## config.mk

```make
export PLATFORM = sky130hd
export DESIGN_NAME = source_comment_scanner_top
export DESIGN_NICKNAME = d
export VERILOG_FILES = /design/src/design/scs_pkg.sv /design/src/design/scs_core.sv /design/src/design/source_comment_scanner_top.sv
export SDC_FILE = /design/constraint.sdc
export NUM_CORES = 1
export LEC_CHECK = 0
export BUFFER_PORTS_ARGS = -buffer_cell sky130_fd_sc_hd__buf_2
export CORE_AREA = 8 8 142 211
export DETAILED_ROUTE_END_ITERATION = 8
export DIE_AREA = 0 0 150 219
export PLACE_DENSITY = 0.73
export SYNTH_ARGS = -nofsm -noshare
export SYNTH_HDL_FRONTEND = slang
export SYNTH_SLANG_ARGS = --single-unit
```

## constraint.sdc

```tcl
create_clock -name clk -period 11.05 [get_ports clk]
set_clock_uncertainty 0.05 [all_clocks]
set_input_delay 2.21 -clock clk [delete_from_list [all_inputs] [get_ports clk]]
set_output_delay 2.21 -clock clk [all_outputs]
set_load 0.05 [all_outputs]
```

## src/design/scs_pkg.sv

```systemverilog
// ----------------------------------------------------------------------------
// scs_pkg
// Shared types and constants for the source comment scanner: byte codes,
// register indexes, scan modes and the item structs of both channels.
// ----------------------------------------------------------------------------
package scs_pkg;

    // Default offset counter width
    localparam int OFFSET_BITS_DEF = 32;

    // Configuration port
    localparam int CFG_IDX_BITS  = 1;
    localparam int CFG_DATA_BITS = 32;
    localparam logic [CFG_IDX_BITS-1:0] CFG_IDX_START_OFFSET = 1'b0;
    localparam logic [CFG_IDX_BITS-1:0] CFG_IDX_FIRST_LINE   = 1'b1;

    // Line counter
    localparam int LINE_BITS = 32;
    localparam logic [LINE_BITS-1:0] LINE_MAX   = '1;
    localparam logic [LINE_BITS-1:0] LINE_RESET = LINE_BITS'(1);

    // Byte codes
    localparam logic [7:0] CH_QUOTE  = 8'h22;
    localparam logic [7:0] CH_BSLASH = 8'h5C;
    localparam logic [7:0] CH_SLASH  = 8'h2F;
    localparam logic [7:0] CH_STAR   = 8'h2A;
    localparam logic [7:0] CH_NL     = 8'h0A;

    // Comment kinds
    localparam logic KIND_LINE  = 1'b0;
    localparam logic KIND_BLOCK = 1'b1;

    // Scan modes, one-hot
    typedef enum logic [6:0] {
        MODE_NORMAL = 7'b0000001,
        MODE_SLASH  = 7'b0000010,
        MODE_STR    = 7'b0000100,
        MODE_ESC    = 7'b0001000,
        MODE_LINE   = 7'b0010000,
        MODE_BLOCK  = 7'b0100000,
        MODE_BSTAR  = 7'b1000000
    } mode_t;

    typedef struct packed {
        logic [7:0] char_byte;
        logic       last_in_window;
    } in_item_t;

    typedef struct packed {
        logic        comment_kind;
        logic [31:0] begin_offset;
        logic [31:0] end_offset;
        logic [31:0] start_line_no;
        logic [31:0] end_line_no;
    } out_item_t;

    typedef struct packed {
        logic                     wr_en;
        logic [CFG_IDX_BITS-1:0]  addr;
        logic [CFG_DATA_BITS-1:0] wdata;
    } cfg_wr_t;

endpackage

```

## src/design/scs_core.sv

```systemverilog
// ----------------------------------------------------------------------------
// scs_core
// Scanner state and one-byte step: mode, offset and line counters, opener
// position, and the comment record a byte closes.
// ----------------------------------------------------------------------------
module scs_core #(
    parameter int OFFSET_BITS = scs_pkg::OFFSET_BITS_DEF
) (
    input  logic              clk,
    input  logic              rst_n,
    input  scs_pkg::cfg_wr_t  cfg,
    input  logic              step,
    input  scs_pkg::in_item_t item,
    output logic              res_valid,
    output scs_pkg::out_item_t res_item
);
    import scs_pkg::*;

    mode_t                   mode_reg,         mode_next;
    logic [OFFSET_BITS-1:0]  byte_offset_reg,  byte_offset_next;
    logic [LINE_BITS-1:0]    current_line_reg, current_line_next;
    logic [OFFSET_BITS-1:0]  open_offset_reg,  open_offset_next;
    logic [LINE_BITS-1:0]    open_line_reg,    open_line_next;

    logic [OFFSET_BITS-1:0]  off_plus1;
    mode_t                   mode_step;
    logic                    emit;
    logic                    emit_kind;
    logic [OFFSET_BITS-1:0]  emit_end;
    logic [LINE_BITS-1:0]    emit_eline;

    assign off_plus1 = byte_offset_reg + OFFSET_BITS'(1);

    always_comb
    begin
        mode_step        = mode_reg;
        open_offset_next = open_offset_reg;
        open_line_next   = open_line_reg;
        emit             = 1'b0;
        emit_kind        = KIND_LINE;
        emit_end         = off_plus1;
        emit_eline       = current_line_reg;

        case (mode_reg)
            MODE_SLASH:
            begin
                if (item.char_byte == CH_SLASH)
                    mode_step = MODE_LINE;
                else if (item.char_byte == CH_STAR)
                    mode_step = MODE_BLOCK;
                else if (item.char_byte == CH_QUOTE)
                    mode_step = MODE_STR;
                else
                    mode_step = MODE_NORMAL;
            end
            MODE_STR:
            begin
                if (item.char_byte == CH_BSLASH)
                    mode_step = MODE_ESC;
                else if (item.char_byte == CH_QUOTE)
                    mode_step = MODE_NORMAL;
            end
            MODE_ESC:
            begin
                mode_step = MODE_STR;
            end
            MODE_LINE:
            begin
                // newline stays outside the comment
                if (item.char_byte == CH_NL)
                begin
                    emit       = 1'b1;
                    emit_kind  = KIND_LINE;
                    emit_end   = byte_offset_reg;
                    emit_eline = open_line_reg;
                    mode_step  = MODE_NORMAL;
                end
            end
            MODE_BLOCK:
            begin
                if (item.char_byte == CH_STAR)
                    mode_step = MODE_BSTAR;
            end
            MODE_BSTAR:
            begin
                if (item.char_byte == CH_SLASH)
                begin
                    emit       = 1'b1;
                    emit_kind  = KIND_BLOCK;
                    emit_end   = off_plus1;
                    emit_eline = current_line_reg;
                    mode_step  = MODE_NORMAL;
                end
                else if (item.char_byte != CH_STAR)
                begin
                    mode_step = MODE_BLOCK;
                end
            end
            default:
            begin
                if (item.char_byte == CH_QUOTE)
                begin
                    mode_step = MODE_STR;
                end
                else if (item.char_byte == CH_SLASH)
                begin
                    mode_step        = MODE_SLASH;
                    open_offset_next = byte_offset_reg;
                    open_line_next   = current_line_reg;
                end
                else
                begin
                    mode_step = MODE_NORMAL;
                end
            end
        endcase

        mode_next = mode_step;
        // window end closes an open comment and drops partial marks
        if (item.last_in_window)
        begin
            if (!emit && mode_step == MODE_LINE)
            begin
                emit       = 1'b1;
                emit_kind  = KIND_LINE;
                emit_end   = off_plus1;
                emit_eline = open_line_reg;
            end
            else if (!emit && (mode_step inside {MODE_BLOCK, MODE_BSTAR}))
            begin
                emit       = 1'b1;
                emit_kind  = KIND_BLOCK;
                emit_end   = off_plus1;
                emit_eline = current_line_reg;
            end
            mode_next = MODE_NORMAL;
        end

        // saturating line count
        if (item.char_byte == CH_NL && current_line_reg != LINE_MAX)
            current_line_next = current_line_reg + LINE_BITS'(1);
        else
            current_line_next = current_line_reg;
        byte_offset_next = off_plus1;
    end

    assign res_valid              = emit;
    assign res_item.comment_kind  = emit_kind;
    assign res_item.begin_offset  = 32'(open_offset_reg);
    assign res_item.end_offset    = 32'(emit_end);
    assign res_item.start_line_no = open_line_reg;
    assign res_item.end_line_no   = emit_eline;

    always_ff @(posedge clk or negedge rst_n)
    begin
        if (!rst_n)
        begin
            mode_reg         <= MODE_NORMAL;
            byte_offset_reg  <= '0;
            current_line_reg <= LINE_RESET;
            open_offset_reg  <= '0;
            open_line_reg    <= LINE_RESET;
        end
        else
        begin
            if (step)
            begin
                mode_reg         <= mode_next;
                byte_offset_reg  <= byte_offset_next;
                current_line_reg <= current_line_next;
                open_offset_reg  <= open_offset_next;
                open_line_reg    <= open_line_next;
            end
            // register write loads its counter at once
            if (cfg.wr_en && cfg.addr == CFG_IDX_START_OFFSET)
                byte_offset_reg <= OFFSET_BITS'(cfg.wdata);
            if (cfg.wr_en && cfg.addr == CFG_IDX_FIRST_LINE)
                current_line_reg <= LINE_BITS'(cfg.wdata);
        end
    end

endmodule

```

## src/design/source_comment_scanner_top.sv

```systemverilog
// ----------------------------------------------------------------------------
// source_comment_scanner_top
// C-style comment scanner: one source byte per item, one comment record out
// for each line or block comment found in the window.
// ----------------------------------------------------------------------------
// The scanner takes one byte per clock cycle and keeps that rate for as long
// as results are taken. An accepted byte lands in an input register; when the
// output register is free or being emptied, it steps the scanner state (one
// small mode/counter update) and any comment it closes is written to the
// output register, whose valid flag drives out_valid directly. A byte
// is taken while an earlier result waits; input stops only when the input
// register is full and the output register holds a result not yet taken.
// Double-quoted strings with backslash escapes are skipped; single quotes are
// ordinary bytes. A line comment ends before its newline or at the window
// end; a block comment ends after its closer or, if never closed, one past
// the window's last byte. The window end returns the scanner to normal mode,
// while the offset and line counters keep counting. Register 0 (start_offset)
// loads the offset counter and register 1 (first_line) the line counter at
// the write; write them only while the block is idle. Offsets wrap modulo
// 2^OFFSET_BITS and are reported in 32 bits; the line count saturates.
// ----------------------------------------------------------------------------
module source_comment_scanner_top #(
    parameter int OFFSET_BITS = scs_pkg::OFFSET_BITS_DEF
) (
    input  logic                                  clk,
    input  logic                                  rst_n,
    // configuration write port
    input  logic                                  cfg_wr_en,
    input  logic [scs_pkg::CFG_IDX_BITS-1:0]      cfg_addr,
    input  logic [scs_pkg::CFG_DATA_BITS-1:0]     cfg_wdata,
    // byte input
    input  logic                                  in_valid,
    output logic                                  in_ready,
    input  scs_pkg::in_item_t                     in_item,
    // comment records
    output logic                                  out_valid,
    input  logic                                  out_ready,
    output scs_pkg::out_item_t                    out_item
);
    import scs_pkg::*;

    // input register
    logic      s1_valid_reg, s1_valid_next;
    in_item_t  s1_item_reg;
    // output register
    logic      out_valid_reg, out_valid_next;
    out_item_t out_item_reg;

    logic      advance;
    logic      core_valid;
    out_item_t core_item;
    cfg_wr_t   cfg;

    assign cfg.wr_en = cfg_wr_en;
    assign cfg.addr  = cfg_addr;
    assign cfg.wdata = cfg_wdata;

    // byte moves on when the output register is free or being emptied
    assign advance  = s1_valid_reg && (!out_valid_reg || out_ready);
    assign in_ready = !s1_valid_reg || advance;

    scs_core #(
        .OFFSET_BITS (OFFSET_BITS)
    ) u_core (
        .clk       (clk),
        .rst_n     (rst_n),
        .cfg       (cfg),
        .step      (advance),
        .item      (s1_item_reg),
        .res_valid (core_valid),
        .res_item  (core_item)
    );

    always_comb
    begin
        s1_valid_next = s1_valid_reg;
        if (in_valid && in_ready)
            s1_valid_next = 1'b1;
        else if (advance)
            s1_valid_next = 1'b0;

        out_valid_next = out_valid_reg;
        if (advance)
            out_valid_next = core_valid;
        else if (out_ready)
            out_valid_next = 1'b0;
    end

    always_ff @(posedge clk or negedge rst_n)
    begin
        if (!rst_n)
        begin
            s1_valid_reg  <= 1'b0;
            out_valid_reg <= 1'b0;
        end
        else
        begin
            s1_valid_reg  <= s1_valid_next;
            out_valid_reg <= out_valid_next;
        end
    end

    // payload registers
    always_ff @(posedge clk)
    begin
        if (in_valid && in_ready)
            s1_item_reg <= in_item;
        if (advance && core_valid)
            out_item_reg <= core_item;
    end

    assign out_valid = out_valid_reg;
    assign out_item  = out_item_reg;

endmodule

```

==> run_results.csv <==
group,metric,value,unit
worst_setup_path,critical_path_peak_fanout,4,
timing,timing.setup.tns,0,ns
synth,number_of_synthesized_flops_with_an_enable_pin,138,
cts,post_cts.resized_instances,0,
timing,tightestPinTransition,1.17,ns
timing,slew_violations,0,
synth,yosysWarningCount,0,
cts,cts.sink_count,275,
cts,postCtsHoldBufs,0,
run,max-cap-violations,0,
detailed_routing,drt-pass1-iter-count,7,
cts,cts-root-to-sink-buffers,3,
timing,final.min_clock_period,5.15,ns
floorplanning,floorplan.die.width,150,um
timing,rsz0062_at_grt,"no",
floorplanning,row_count,74,
pwr,irDropWorstVdd,0.000124,V
global_route,groute.usage.overall,21.5,%
synth,post_synth_instance_area,13200,sq um
cts,clk_root_buffer_cell,"clkbuf_16",
timing,max_freq,194,MHz
cts,h-tree-depth,1,
worst_setup_path,endpoint_kind_of_the_worst_setup_timing_path,"output port",
placement,placement.io_buffers,177,
detailed_routing,remaining_drc_errors,0,
placement,place_worst_setup_slack,5.92,ns
worst_hold_path,timing.hold.worst.class,"flop to flop",
floorplanning,ioPinCount,178,
worst_setup_path,worstSetupStartpointType,"input pin",
outcome,run_status,"finished, final reports clean",
worst_setup_path,crit_type,"input pin to output port",
detailed_routing,detail_route.vias_per_cell,6.07,
synth,synth.net_count,1251,
floorplanning,floorplan.core_area,26900,sq um
finish,final_util,56.7,%
detailed_routing,drt_wl_total,35600,um
global_route,grt_remaining_overflow,0,
global_route,antenna_found_initial,0,
timing,period_share,46.6,%
floorplanning,start_util,49.3,%
worst_setup_path,timing.critical_path.required,8.79,ns
pwr,powerDensity,153,nW/um^2
cts,tritoncts,"done",
synth,async_flop_share,49.8,%
detailed_routing,route.antenna.remaining_nets,0,
detailed_routing,detail_route.wl_per_cell,21.0,um
cts,postCtsSetupRepairBufs,0,
synth,ys_ff_latch,275,
timing,final_critical_path_setup_slack,5.90,ns
detailed_routing,via_count,10300,
synth,synth_cell_type_count,56,
timing,timing.slew.headroom,20.9,%
finish,largest_register_ffs,129,
synth,netlist_instances,1202,
cts,worst_skew_pair_later_pin_latency,0.55,ns
global_route,grt_pass1_vias,10000,
cts,cts_inserted_buffers,25,
timing,timing.final.setup_violations,0,
finish,drive_above_1_share,22.8,%
worst_setup_path,endpoint_arrival_time_on_the_critical_path,2.89,ns
finish,area_growth,15.0,%
floorplanning,fp.dieH,219,um
synth,syn-mean-instance-area,11.0,sq um
synth,dominantRegCellSynth,"edfxtp_1",
detailed_routing,first_iter_violations,799,
global_route,pin_count_of_the_biggest_net_entering_global_routing,79,
timing,whs,0.390,ns
pwr,leakage,0.00588,uW
timing,report.final.hold_viol_count,0,
placement,hpwl,23600,um
floorplanning,die_area,32900,sq um
synth,proportion_of_synthesized_chip_area_in_sequential_cells,57.2,%
global_route,grt_pass1_wl,55900,um
placement,routabilityCongestion,0.866,
finish,nNetsFinal,1378,
cts,clkSlewWorstSetupHoldPaths,0.07,ns
==> kinds of logic after synthesis <==
kind of cell / share of synthesized area, %
buf+inv: 2.98
mux: 4.76
simple gates: 19.0
xor+xnor: 3.84
flops: 57.2
compound gates: 12.0
fa+ha+maj: 0.189
==> layer usage <==
metal  routed length (um)  GRT usage (%)  vias to the layer above
met4                 1400           10.3                        0
met2                18000           35.8                      405
met3                 2300           2.87                       67
met1                13900           27.3                     5010
met5                    0              0                        -
li1                     -              -                     4781
==> path summary, 6_finish.rpt <==
check	startpoint	endpoint	slack (ns)	depth (start not counted)
min in group asynchronous	rst_n	u_core.open_line_reg[4]$_DFFE_PN0P_	1.63	1
worst min-delay path	u_core.open_offset_reg[2]$_DFFE_PN0P_	out_item[98]$_DFFE_PP_	0.39	0
worst min register to register	u_core.open_offset_reg[2]$_DFFE_PN0P_	out_item[98]$_DFFE_PP_	0.39	0
max in group asynchronous	rst_n	u_core.open_offset_reg[22]$_DFFE_PN0P_	7.97	2
worst max-delay path	out_ready	in_ready	5.90	4
worst max register to register	s1_item_reg[8]$_DFFE_PP_	out_item[90]$_DFFE_PP_	7.39	6
==> final cells by class <==
cell class	instances	area (sq um)
antenna	2	5.00
clock buffer	29	661
clock inverter	17	195
fill	2310	11600
inverter	10	37.5
multi-input combinational	824	5310
sequential	275	7580
tap	342	428
timing repair buffer	193	1010
==> through the flow <==
stage                     instances  total power, uW  area [sq um]
after floorplan                1202             1350         13200
final                          1692             2330         15200
after CTS                      1690             2350         15200
after global routing           1690             2420         15200
after detailed placement       1644             1430         14400
after global placement         1644             1420         14400
==> worst max-delay path, stage by stage <==
cell and delay [ns]:
buf_2 0.10, nor2b_1 0.22, nand2_1 0.12, buf_2 0.24
==> cell usage in the layout (no fill, tap or decap), drive strengths merged, types with 4 or more instances in the layout <==
| master | instances |
|---|---|
| nor2 | 59 |
| nand4 | 27 |
| xor2 | 11 |
| clkinv | 9 |
| nand3 | 104 |
| buf | 193 |
| xnor2 | 47 |
| clkbuf | 29 |
| a221oi | 30 |
| nand2b | 38 |
| o31ai | 19 |
| nor4 | 13 |
| a21oi | 33 |
| inv | 14 |
| or4 | 23 |
| or3 | 19 |
| nand2 | 88 |
| edfxtp | 138 |
| dfrtp | 134 |
| o21ai | 56 |
| o211ai | 39 |
| a31oi | 37 |
| o311a | 4 |
| mux2 | 56 |
| nor3 | 15 |
| and2 | 41 |
| and4 | 16 |
| and3 | 13 |
==> power by group <==
| part | switching, uW | total, uW | internal (uW) |
|---|---|---|---|
| Clock | 403 | 912 | 508 |
| Sequential | 86.2 | 1220 | 1130 |
| Combinational | 108 | 197 | 89.2 |
| Total | 597 | 2330 | 1730 |
==> synth_stat cells (all sizes together) (3+ instances only) <==
cell / instances / share of area (%)
o21ai: 56 / 2.1
a221oi: 30 / 2.0
inv: 9 / 0.26
a21oi: 33 / 1.2
xnor2: 47 / 3.1
o31ai: 19 / 1.1
o211ai: 39 / 2.2
clkbuf: 83 / 2.4
o311a: 4 / 0.30
and4: 16 / 1.1
or2: 3 / 0.14
buf: 10 / 0.34
dfrtp: 134 / 25
nor2: 59 / 1.7
and2: 41 / 1.9
and3: 13 / 0.61
nor4: 13 / 0.61
or4: 23 / 1.3
xor2: 11 / 0.73
nand4: 27 / 1.3
edfxtp: 138 / 31
nand3: 104 / 3.9
dfstp: 3 / 0.60
nand2b: 38 / 1.8
mux2: 56 / 4.8
nor3: 15 / 0.57
nand2: 88 / 2.5
or3: 19 / 0.90
a31oi: 37 / 1.7
Note: power is estimated with default switching activity, not from simulation.
